## config.mk

```make
export PLATFORM = sky130hd
export DESIGN_NAME = kims_ctrl
export DESIGN_NICKNAME = d
export VERILOG_FILES = /design/src/hw/rtl/kims_pkg.sv /design/src/hw/rtl/kims_ctrl.sv
export SDC_FILE = /design/constraint.sdc
export NUM_CORES = 1
export LEC_CHECK = 0
export BUFFER_PORTS_ARGS = -buffer_cell sky130_fd_sc_hd__buf_2
export CAP_MARGIN = 20
export CORE_AREA = 2 2 39 41
export CTS_BUF_LIST = sky130_fd_sc_hd__clkbuf_8 sky130_fd_sc_hd__clkbuf_16
export DETAILED_ROUTE_END_ITERATION = 12
export DIE_AREA = 0 0 41 43
export PLACE_DENSITY = 0.8
export SLEW_MARGIN = 20
export SYNTH_ARGS = -nofsm -noshare
export SYNTH_HDL_FRONTEND = slang
export SYNTH_SLANG_ARGS = --single-unit
```

## constraint.sdc

```tcl
create_clock -name clk -period 1.6 [get_ports clk]
set_input_delay 0.4 -clock clk [delete_from_list [all_inputs] [get_ports clk]]
set_output_delay 0.4 -clock clk [all_outputs]
set_load 0.01 [all_outputs]
```

## src/hw/rtl/kims_pkg.sv

```systemverilog
// Shared types and constants of the key/index merge sorter.
`default_nettype none
package kims_pkg;

  localparam int KEY_W  = 32;
  localparam int IDX_W  = 16;
  localparam int DATA_W = 48;

  typedef enum logic [3:0] {
    ST_LOAD,
    ST_EVAL,
    ST_POP,
    ST_MRD,
    ST_MWR,
    ST_COPY,
    ST_DRAIN,
    ST_ORD,
    ST_OLD,
    ST_OHOLD
  } state_t;

  typedef enum logic [1:0] {
    STG_FRESH,
    STG_LEFT,
    STG_BOTH
  } stage_t;

  typedef struct packed {
    logic load_wr;
    logic stk_init;
    logic push_left;
    logic push_right;
    logic pop;
    logic mrg_init;
    logic mrg_step;
    logic cp_step;
    logic out_sel;
    logic out_init;
    logic out_load;
    logic out_next;
    logic batch_clr;
  } cmd_t;

  typedef struct packed {
    logic   top_small;
    stage_t top_stage;
    logic   stk_bottom;
    logic   mrg_last;
    logic   cp_last;
    logic   out_beat;
    logic   out_final;
  } sts_t;

endpackage
`default_nettype wire

```

## src/hw/rtl/kims_ctrl.sv

```systemverilog
// Sequencing state machine of the key/index merge sorter.
`default_nettype none
module kims_ctrl (
  input  wire logic          clk,
  input  wire logic          rst_n,
  input  wire logic          in_tvalid,
  input  wire logic          in_tlast,
  output logic               in_tready,
  input  kims_pkg::sts_t     sts,
  output kims_pkg::cmd_t     cmd
);
  import kims_pkg::*;

  state_t state_r, state_nxt;

  always_ff @(posedge clk) begin
    if (!rst_n) begin
      state_r <= ST_LOAD;
    end else begin
      state_r <= state_nxt;
    end
  end

  always_comb begin
    state_nxt = state_r;
    case (state_r)
      ST_LOAD: begin
        if (in_tvalid && in_tlast) state_nxt = ST_EVAL;
      end
      ST_EVAL: begin
        if (sts.top_small) begin
          state_nxt = ST_POP;
        end else begin
          case (sts.top_stage)
            STG_FRESH: state_nxt = ST_EVAL;
            STG_LEFT:  state_nxt = ST_EVAL;
            STG_BOTH:  state_nxt = ST_MRD;
            default:   state_nxt = ST_POP;
          endcase
        end
      end
      ST_POP: begin
        state_nxt = sts.stk_bottom ? ST_ORD : ST_EVAL;
      end
      ST_MRD:   state_nxt = ST_MWR;
      ST_MWR: begin
        state_nxt = sts.mrg_last ? ST_COPY : ST_MRD;
      end
      ST_COPY: begin
        if (sts.cp_last) state_nxt = ST_DRAIN;
      end
      ST_DRAIN: state_nxt = ST_POP;
      ST_ORD:   state_nxt = ST_OLD;
      ST_OLD:   state_nxt = ST_OHOLD;
      ST_OHOLD: begin
        if (sts.out_beat) state_nxt = sts.out_final ? ST_LOAD : ST_ORD;
      end
      default:  state_nxt = ST_LOAD;
    endcase
  end

  always_comb begin
    cmd       = '0;
    in_tready = 1'b0;
    case (state_r)
      ST_LOAD: begin
        in_tready    = 1'b1;
        cmd.load_wr  = in_tvalid;
        cmd.stk_init = in_tvalid && in_tlast;
      end
      ST_EVAL: begin
        if (!sts.top_small) begin
          case (sts.top_stage)
            STG_FRESH: cmd.push_left  = 1'b1;
            STG_LEFT:  cmd.push_right = 1'b1;
            STG_BOTH:  cmd.mrg_init   = 1'b1;
            default:   cmd.pop        = 1'b0;
          endcase
        end
      end
      ST_POP: begin
        cmd.pop      = !sts.stk_bottom;
        cmd.out_init = sts.stk_bottom;
      end
      ST_MRD:   cmd.mrg_step = 1'b0;
      ST_MWR:   cmd.mrg_step = 1'b1;
      ST_COPY:  cmd.cp_step  = 1'b1;
      ST_DRAIN: cmd.cp_step  = 1'b0;
      ST_ORD:   cmd.out_sel  = 1'b1;
      ST_OLD:   cmd.out_load = 1'b1;
      ST_OHOLD: begin
        cmd.out_next  = sts.out_beat && !sts.out_final;
        cmd.batch_clr = sts.out_beat && sts.out_final;
      end
      default:  cmd = '0;
    endcase
  end

endmodule
`default_nettype wire

```

* After elaboration in Yosys (flattened, before gate mapping)
Index checks and enable logic that the tools add are counted.
Word-level totals: bits of input ports 12, word-level logic and storage cells 48, ROM bits 0, register bits after elaboration 4, memory bits (writable) 0, latch bits 0, memories kept 0
Cells by class: shift operators 0, div/mod/pow operators 0, muxes and demuxes 24, $mul 0, reduce and logical (&&, ||, !) cells 9, eq/ne operators 14, bitwise gates (word level) 0, add/subtract/negate cells 0, $lt $le $gt $ge 0
Operators with widths (number):
- $pmux 4 s10 | 1
- $eq 4x3->1 const B | 4
- $mux 4 | 4
- $mux 1 | 10
- $mux 3 | 3
- $eq 4x2->1 const B | 2
- $eq 4x4->1 const B | 2
- $mux 2 | 4
- $ne 2x2->1 const B | 3
- $eq 4x1->1 const B | 1
- $logic_not 4->1 | 1
- $pmux 2 s2 | 1
- $logic_and 1x1->1 | 3
- $reduce_and 3->1 | 1
- $eq 2x1->1 const B | 1
- $eq 2x2->1 const B | 1
- $logic_not 1->1 | 2
- $logic_not 2->1 | 1
- $pmux 1 s2 | 1
- $reduce_or 2->1 | 1

* Logic depth before layout (Yosys ltp)
Gate-level depths: netlist of run 1.
depth in word-level cells 5, mapped depth 6, gate-level depth less buffers 5

* Worst setup path before layout of run 1
OpenSTA, ideal clock, no wires.
path kind reg2out, start point register state_r[1], end point output cmd[10] in the netlist's numbering, data arrival time 1.292 ns, cell stages (with the launch flop) 4, path buffers 1, slack -0.092 ns, data required time 1.200 ns, cell sequence dfxtp_1 > buf_6 > or4_4 > nor3_1
RTL lines:
- start: declaration | RTL line kims_ctrl.sv:14 | state_t state_r, state_nxt;
- start signal: assignment | RTL line kims_ctrl.sv:20 | state_r <= state_nxt;
- end: declaration | RTL line kims_ctrl.sv:10 | output kims_pkg::cmd_t cmd

==> results of run 1 <==
==> layer usage <==
layer / vias up / global-route usage / part of all wire
met2: 25 / 0.363 / 0.53
met3: 4 / 0.0366 / 0.066
met1: 340 / 0.226 / 0.38
met5: - / 0 / 0
met4: 0 / 0.113 / 0.017
li1: 319 / - / -
==> worst max path at each step <==
stage                   to  depth (start not counted)
finish              cmd[7]                          4
global route        cmd[7]                          4
CTS                 cmd[7]                          4
floorplan           cmd[7]                          3
global placement    cmd[7]                          4
detailed placement  cmd[7]                          4
==> area by class of cell <==
cell class	instances	area [sq um]	area share
Multi-Input combinational cell	55	455	0.498
Timing Repair Buffer	43	310	0.339
Sequential cell	4	83.8	0.0917
Clock buffer	3	41.3	0.0451
Tap cell	16	20.0	0.0219
Inverter	1	3.75	0.00410
==> metrics by stage <==
stage	power, W	util	cell area, sq um	instances	hold WS, ns
2_1_floorplan	0.000167	-	478	64	0.518
3_3_place_gp	0.000211	0.470	651	109	0.649
3_5_place_dp	0.000214	0.470	651	109	0.655
4_1_cts	0.000443	0.609	843	122	0.438
5_1_grt	0.000467	0.661	915	122	0.461
6_report	0.000449	0.661	915	122	0.436
==> where the power goes <==
part	leakage [nW]	total, W	switching, W	internal, W
registers	0.0340	0.000107	0.00000304	0.000104
clock network	0.0216	0.000207	0.0000475	0.000160
logic	0.382	0.000135	0.0000719	0.0000626
total	0.437	0.000449	0.000122	0.000326
==> placed cells by master, fill, tap and decap left out, types with 2 or more instances in the layout <==
master,n
buf_2,23
buf_6,10
buf_4,9
nand2_1,6
nor2_4,4
nor3_2,4
nor2_1,4
nor3b_1,3
clkbuf_8,3
dfxtp_2,3
nand2_4,2
nand2b_4,2
and3_1,2
nor3b_4,2
and2_1,2
o21ai_1,2
o21a_1,2
a21oi_1,2
a31oi_1,2
==> timing repair <==
item / CTS / global route
pin swaps: 9 / 8
cloned: 0 / 0
resized for setup: 18 / 17
setup buffers: 10 / 1
setup endpoints to repair: 12 / 14
==> logic make-up (layout without fill, tap and decap cells) <==
group / count (synthesis) / after routing / share of synthesized area
simple gates: 38 / 38 / 0.493
compound gates: 17 / 17 / 0.253
flops: 4 / 4 / 0.174
buf+inv: 5 / 47 / 0.0790
==> results_dict.tcl, run 1 <==
set metrics [dict create \
    status "complete, but fails checks" \
    violations "negative setup slack" \
    grt_overflow 0 \
    gp_congestion 0.804 \
    cts.clk_slew.worst_paths_ns 0.03 \
    avgSynthCellArea_sq_um 7.17 \
    setup_viol 8 \
    reg2reg_from "state_r[1]$_SDFFE_PN0P_" \
    clock_tree.buffer_depth 2 \
    totalWireLength_mm 1.79 \
    htreeDepth 1 \
    first_iter_violations 13 \
    largest_registers "state_r x4" \
    pin_count_of_the_biggest_net_entering_global_routing 16 \
    registers.top_by_ff_count "state_r" \
    detail-route-antenna-nets 0 \
    synth_area_sq_um 459 \
    die_area_sq_um 1760 \
    cp_num_buf_inv 1 \
    report.final.hold_viol_count 0 \
    number_of_flip_flops_under_the_largest_register_name 4 \
    first_global_vias 654 \
    place_worst_setup_slack_ns -0.232 \
    post_route_cells_drive_above_1_share 0.632 \
    finish.net_count 120 \
    crit_share_post_route 1.17 \
    worst_supply_voltage_drop_on_vdd_uv 403 \
    netlist_top_cells_count "8 x nand2_1, 8 x nor2_1, 5 x nor3_1" \
    post_detail_place_hpwl_mm 1.05 \
    port_buffers 25 \
    fillerInstances 106 \
    grt_antenna_before_repair 0 \
    worst_setup_path_end_kind "output port" \
    hold_path_depth 2 \
    synth.area.top_cells "dfxtp_1 17%, nand2_1 6.5%, nor2_1 6.5%, nor3_1 5.4%, nor3b_2 5.4%" \
    synth-main-ff-cell "dfxtp_1" \
    yosys.cell_types.count 29 \
    syn-num-nets 76 \
    firstDrtPassIters 4 \
    max_clock_skew_ns 0.000121 \
    post-route-drc-count 0 \
    asyncSetResetFlopFracSynth 0 \
    wire_per_inst_um 14.7 \
    standard_cell_with_the_maximum_stage_delay_on_the_critical_path "or4_4" \
    timing.setup.tns_ns -1.15 \
    floorplan.io_pins 26 \
    cts_num_sinks 4 \
    antenna_cells_inserted 0 \
    yosysTopAreaCell "dfxtp_1" \
    unrepaired_setup_endpoints_after_global_routing "true" \
    root_buffer "clkbuf_8" \
    hold_path.class "in -> reg" \
    cts_inserted_buffers 3 \
    finalCriticalPeriod_ns 1.87 \
    timing.critical_path.slowest_cell_delay_ns 0.47 \
    worst_ep_arrival_time_ns 1.47 \
    number_of_enable_type_register_cells_in_the_synthesized_netlist 0 \
    crit_path_start "state_r[3]$_SDFFE_PN0P_" \
    yosys.area.top_type_share 0.174 \
    crit_path_cell_trace "nand2b_4 > or4_4 > nor3b_4 > buf_2" \
    fmaxAchievable_mhz 535 \
    timing.reg2reg.worst_path_depth 10 \
    r2r-end "state_r[3]$_SDFFE_PN0P_" \
    postSynthRegisterBits 4 \
    power_per_cell_area_nw_per_um2 491 \
    dr_total_vias 688 \
    maxSlewViolCount 0 \
    worst_skew_pair.late_latency_ns 0.21 \
    floorplan.initialDensity 0.332 \
    maxSlewHeadroom 0.816 \
    syn2layout_area_growth_pct 99.2 \
    hold_start "rst_n" \
    design.core.area_sq_um 1380 \
    final_critical_path_setup_slack_ns -0.268 \
    chipWidth_um 41 \
    worst-r2r-setup-slack_ns 0.06 \
    synthCells 64 \
    setup.worst_path.class "reg -> out" \
    max_cap_viol_count 0 \
    worst-slew-pin-transition_ns 0.275 \
    cts_tree "yes" \
    cp-start-kind "flop" \
    timing.critical_path.max_delay_family "simple AND/OR/NAND/NOR gates" \
    worst_ep_required_time_ns 1.20 \
    worstPathMaxFanout 3 \
    ys_seq_area_frac 0.174 \
    grt_pass1_wl_mm 2.62 \
    cts-hold-fix-buffers 0 \
    global_route.usage.total 0.211 \
    number_of_synthesis_warnings 0 \
    p_leak_nw 0.437 \
    floorplan.rows 14 \
    min_delay_worst_endpoint "state_r[3]$_SDFFE_PN0P_" \
    die_h_um 43 \
    vias_per_cell 5.64 \
]
Power figures use the tool's default switching activity.
==> run 2: changes to the inputs <==
--- a/config.mk
+++ b/config.mk
@@ -5,7 +5,7 @@
 export SDC_FILE = /design/constraint.sdc
 export NUM_CORES = 1
 export LEC_CHECK = 0
-export BUFFER_PORTS_ARGS = -buffer_cell sky130_fd_sc_hd__buf_2
+export BUFFER_PORTS_ARGS = -buffer_cell sky130_fd_sc_hd__buf_4
 export CAP_MARGIN = 20
 export CORE_AREA = 2 2 39 41
 export CTS_BUF_LIST = sky130_fd_sc_hd__clkbuf_8 sky130_fd_sc_hd__clkbuf_16
==> run 2 against run 1 <==
  * The flow still finishes with violations (negative setup slack)
  * Maximum frequency is essentially flat
  * First-iteration DRC count shrank 7.7%
  * Total power grew 3.0%
  * Sequential share of layout area grew 0.27 points
  * Worst hold slack lost 0.022 ns
  * Cell area shrank 1.4%
  * Via count shrank 6.7%
  * Combinational power grew 9%
  * Critical endpoint unchanged
  * Largest power group unchanged
  * Highest routed layer is now met3
==> results_dict.tcl, run 2 (same netlist as run 1, synthesis figures left out) <==
set metrics [dict create \
    status "complete, but fails checks" \
    violations "negative setup slack" \
    fmaxAchievable_mhz 535 \
    max_cap_viol_count 0 \
    net_switching_share_of_the_total_power 0.259 \
    firstDrtPassIters 4 \
    dr_total_vias 642 \
    max_clock_skew_ns 0.000345 \
    cts_num_sinks 4 \
    unrepaired_setup_endpoints_after_global_routing "true" \
    cp-start-kind "flop" \
    floorplan.initialDensity 0.332 \
    die_h_um 43 \
    finalNonFillerCells 119 \
    setup.worst_path.class "reg -> out" \
    gp_congestion 0.778 \
    setup_viol 6 \
    hold_path_depth 2 \
    fillerInstances 100 \
    worst_skew_pair.late_latency_ns 0.21 \
    dpl_cell_area_sq_um 706 \
    grt_pass1_wl_mm 2.43 \
    floorplan.rows 14 \
    largest_registers "state_r x4" \
    netSwitchingPower_w 0.000120 \
    post_detail_place_hpwl_um 997 \
    final_critical_path_setup_slack_ns -0.268 \
    port_buffers 25 \
    post-route-drc-count 0 \
    worst_supply_voltage_drop_on_vdd_uv 437 \
    grt_overflow 0 \
    place.detailed.instances 108 \
    first_global_vias 592 \
    design_area_sq_um 902 \
    cts-hold-fix-buffers 0 \
    timing.reg2reg.worst_path_depth 7 \
    p_leak_nw 0.409 \
    power_per_cell_area_nw_per_um2 512 \
    syn2layout_area_growth_pct 96.5 \
    crit_share_post_route 1.17 \
    global_route.usage.total 0.197 \
    wire_per_inst_um 13.2 \
    htreeDepth 1 \
    sequential_power_share 0.232 \
    total_power_w 0.000462 \
    cts_inserted_buffers 3 \
    number_of_flip_flops_under_the_largest_register_name 4 \
    first_iter_violations 12 \
    chipWidth_um 41 \
    most-common-layout-cells "32 x buf_4, 8 x buf_6, 7 x nand2_1" \
    maxSlewHeadroom 0.828 \
    timing.setup.tns_ns -0.904 \
    worst_ep_arrival_time_ns 1.47 \
    clock_tree.buffer_depth 2 \
    finalCriticalPeriod_ns 1.87 \
    intPower_w 0.000343 \
    floorplan.io_pins 26 \
    die_area_sq_um 1760 \
    hold_start "rst_n" \
    worst_ep_required_time_ns 1.20 \
    post_route_cells_drive_above_1_share 0.602 \
    grt_antenna_before_repair 0 \
    root_buffer "clkbuf_8" \
    worst_setup_path_end_kind "output port" \
    pin_count_of_the_biggest_net_entering_global_routing 16 \
    worstPathMaxFanout 3 \
    reg2reg_from "state_r[1]$_SDFFE_PN0P_" \
    min_delay_worst_endpoint "state_r[3]$_SDFFE_PN0P_" \
    vias_per_cell 5.39 \
    worst-slew-pin-transition_ns 0.256 \
    hold_path.class "in -> reg" \
    final_common_cell "buf_4" \
    registers.top_by_ff_count "state_r" \
    antenna_cells_inserted 0 \
    cts.clk_slew.worst_paths_ns 0.03 \
    cts_tree "yes" \
    power.share.combinational 0.319 \
    design.core.area_sq_um 1380 \
    report.final.hold_viol_count 0 \
    finish.net_count 117 \
    r2r-end "state_r[2]$_SDFFE_PN0P_" \
    hold_ws_ns 0.414 \
    totalWireLength_mm 1.57 \
    pwr-share-clk 0.449 \
    detail-route-antenna-nets 0 \
    maxSlewViolCount 0 \
    worst-r2r-setup-slack_ns 0.09 \
]
## run 2: changes by cell type in the layout (fill, tap and decap cells not counted), sizes merged
cell and change:
buf -3
## run 2: layer usage
layer / track usage / vias to the layer above / wire, um
li1: - / 317 / -
met1: 0.224 / 312 / 621
met2: 0.338 / 13 / 886
met3: 0.0419 / 0 / 66
met4: 0.0733 / 0 / 0
met5: 0 / - / 0
## run 2: repair_timing
| action | CTS | global route |
|---|---|---|
| buffers inserted | 6 | 2 |
| endpoints found under the setup margin | 12 | 12 |
| pin swaps | 4 | 2 |
| resized for setup | 14 | 10 |
## run 2: worst max path at each step
| stage | from | to | slack, ns | cells past startpoint |
|---|---|---|---|---|
| 2_1_floorplan | state_r[2]$_SDFFE_PN0P_ | cmd[7] | -0.05 | 3 |
| 3_3_place_gp | sts[7] | cmd[7] | -0.22 | 4 |
| 3_5_place_dp | sts[7] | cmd[7] | -0.24 | 4 |
| 4_1_cts | state_r[3]$_SDFFE_PN0P_ | cmd[7] | -0.27 | 4 |
| 5_1_grt | state_r[3]$_SDFFE_PN0P_ | cmd[7] | -0.32 | 4 |
| 6_report | state_r[3]$_SDFFE_PN0P_ | cmd[7] | -0.27 | 4 |
## run 2: critical path: stages, from the launching register on
cell and delay [ns]:
dfxtp_2 0.31, nand2b_4 0.14, or4_4 0.47, nor3b_4 0.22, buf_6 0.12
## run 2: layout make-up
class                   count  area [sq um]  share of cell area
clock buffers               3          41.3              0.0458
inverters                   1          3.75             0.00416
multi-input cells          55           422               0.467
repair buffers             40           330               0.366
well taps                  16          20.0              0.0222
flip-flops and latches      4          85.1              0.0943
## run 2: power by group through the flow
stage,logic [W],registers (W),clock network [W]
after global routing,0.000161,0.000108,0.000228
final,0.000147,0.000107,0.000207
after detailed placement,0.000119,0.000106,0
after global placement,0.000116,0.000106,0
after floorplan,0.0000579,0.000109,0
after CTS,0.000136,0.000106,0.000218
## run 2: stage by stage
step / worst slack [ns] / util
2_1_floorplan: -0.0491 / -
3_3_place_gp: -0.221 / 0.510
3_5_place_dp: -0.244 / 0.510
4_1_cts: -0.268 / 0.618
5_1_grt: -0.321 / 0.652
6_report: -0.268 / 0.652
==> run 3: changes to the inputs <==
--- a/config.mk
+++ b/config.mk
@@ -5,13 +5,14 @@
 export SDC_FILE = /design/constraint.sdc
 export NUM_CORES = 1
 export LEC_CHECK = 0
-export BUFFER_PORTS_ARGS = -buffer_cell sky130_fd_sc_hd__buf_4
 export CAP_MARGIN = 20
 export CORE_AREA = 2 2 39 41
 export CTS_BUF_LIST = sky130_fd_sc_hd__clkbuf_8 sky130_fd_sc_hd__clkbuf_16
 export DETAILED_ROUTE_END_ITERATION = 12
 export DIE_AREA = 0 0 41 43
-export PLACE_DENSITY = 0.8
+export DONT_BUFFER_PORTS = 1
+export PLACE_DENSITY = 0.62
+export SKIP_CTS_REPAIR_TIMING = 1
 export SLEW_MARGIN = 20
 export SYNTH_ARGS = -nofsm -noshare
 export SYNTH_HDL_FRONTEND = slang
==> run 3 against run 2 <==
  * The flow still finishes with violations (negative setup slack)
  * Maximum frequency increased by 5.0%
  * Clock skew is 0.0033 ns higher
  * Sequential share of layout area up 2.6 points
  * Setup slack better by 0.089 ns
  * Core utilization down 13 points
  * Critical path depth down 1
  * Highest routed layer is now met4
  * Total power is 3.2% lower
  * Die area stayed put
  * Combinational power fell by 18%
  * Wire length shrank 11%
==> results_dict.tcl, run 3 (same netlist as run 1, synthesis figures left out) <==
set metrics [dict create \
    max_clock_skew_ns 0.00361 \
    seq_cell_area_sq_um 86.3 \
    maxSlewViolCount 0 \
    design.core.area_sq_um 1380 \
    crit_path_cell_trace "nand2b_4 > or4_4 > nor3b_4" \
    fillerInstances 120 \
    first_global_vias 428 \
    finalCriticalPeriod_ns 1.78 \
    setup.worst_path.class "reg -> out" \
    finalNonFillerCells 95 \
    floorplan.io_pins 26 \
    post-route-drc-count 0 \
    antenna_cells_inserted 0 \
    htreeDepth 1 \
    floorplan.rows 14 \
    gp_congestion 0.810 \
    root_buffer "clkbuf_8" \
    clock_tree.buffer_depth 2 \
    totalWireLength_mm 1.39 \
    multiInputGateArea_sq_um 415 \
    power_per_cell_area_nw_per_um2 622 \
    most-common-layout-cells "12 x buf_4, 7 x nor2_1, 7 x nand2_1" \
    cts_tree "yes" \
    registers.top_by_ff_count "state_r" \
    finish.net_count 93 \
    maxSlewHeadroom 0.797 \
    post_detail_place_hpwl_um 916 \
    worst_ep_arrival_time_ns 1.38 \
    unrepaired_setup_endpoints_after_global_routing "true" \
    grt_overflow 0 \
    worst_supply_voltage_drop_on_vdd_uv 555 \
    setup_viol 6 \
    fmaxAchievable_mhz 562 \
    pin_count_of_the_biggest_net_entering_global_routing 16 \
    violations "negative setup slack" \
    grt_antenna_before_repair 0 \
    standard_cell_with_the_maximum_stage_delay_on_the_critical_path "or4_4" \
    die_area_sq_um 1760 \
    report.final.hold_viol_count 0 \
    floorplan.initialDensity 0.332 \
    port_buffers 0 \
    total_power_w 0.000448 \
    number_of_flip_flops_under_the_largest_register_name 4 \
    cts_inserted_buffers 3 \
    p_leak_nw 0.291 \
    worst_skew_pair.late_latency_ns 0.22 \
    timing.critical_path.slowest_cell_delay_ns 0.46 \
    crit_share_post_route 1.11 \
    global_route.usage.total 0.152 \
    chipWidth_um 41 \
    worstPathMaxFanout 3 \
    die_h_um 43 \
    cts.clk_slew.worst_paths_ns 0.03 \
    worst_ep_required_time_ns 1.20 \
    cts_num_sinks 4 \
    cp-start-kind "flop" \
    first_iter_violations 12 \
    detail-route-antenna-nets 0 \
    wire_per_inst_um 14.7 \
    finish.utilization 0.520 \
    place_worst_setup_slack_ns -0.0195 \
    grt_pass1_wl_mm 1.75 \
    vias_per_cell 5.54 \
    worst_setup_path_end_kind "output port" \
    hold_path.class "in -> reg" \
    syn2layout_area_growth_pct 56.7 \
    firstDrtPassIters 4 \
    worst-slew-pin-transition_ns 0.303 \
    final_common_cell "buf_4" \
    place.detailed.instances 86 \
    max_cap_viol_count 0 \
    status "complete, but fails checks" \
    largest_registers "state_r x4" \
    dr_total_vias 526 \
    final_critical_path_setup_slack_ns -0.179 \
    post_route_cells_drive_above_1_share 0.443 \
]
-- run 3: power by group --
part	leakage (nW)	total [W]	internal, W	switching (W)
combinational	0.236	0.000121	0.0000689	0.0000522
sequential	0.0341	0.000109	0.000104	0.00000482
clock	0.0216	0.000218	0.000161	0.0000572
-- run 3: per-stage QoR --
step | hold slack (ns) | TNS, ns | instance area [sq um]
2_1_floorplan | 0.518 | -0.0816 | 478
3_3_place_gp | 0.526 | -0.0156 | 541
3_5_place_dp | 0.523 | -0.0219 | 541
4_1_cts | 0.300 | -0.948 | 582
5_1_grt | 0.299 | -0.902 | 719
6_report | 0.301 | -0.616 | 719
-- run 3: routing by layer --
metal / track usage / vias up / wire (um)
li1: - / 268 / -
met1: 0.164 / 238 / 532
met2: 0.222 / 14 / 724
met3: 0.0733 / 6 / 111
met4: 0.100 / 0 / 25
met5: 0 / - / 0
-- run 3: final timing paths --
check                           cells after the start                       to  slack [ns]               startpoint
worst max-delay path                                3                   cmd[9]       -0.18  state_r[3]$_SDFFE_PN0P_
worst min-delay path                                1  state_r[3]$_SDFFE_PN0P_        0.30                    rst_n
worst max register to register                      8  state_r[2]$_SDFFE_PN0P_        0.06  state_r[0]$_SDFFE_PN0P_
worst min register to register                      4  state_r[0]$_SDFFE_PN0P_        0.74  state_r[1]$_SDFFE_PN0P_
-- run 3: area by class of cell --
type / instances / share of cell area
Tap cell: 16 / 0.0278
Clock buffer: 3 / 0.0574
Multi-Input combinational cell: 55 / 0.577
Sequential cell: 4 / 0.120
Inverter: 1 / 0.00522
Timing Repair Buffer: 16 / 0.212
-- run 3: critical path, delay by kind of cell (launching register included) --
kind | cells | cell delay (ns)
flops | 1 | 0.30
simple gates | 3 | 0.85
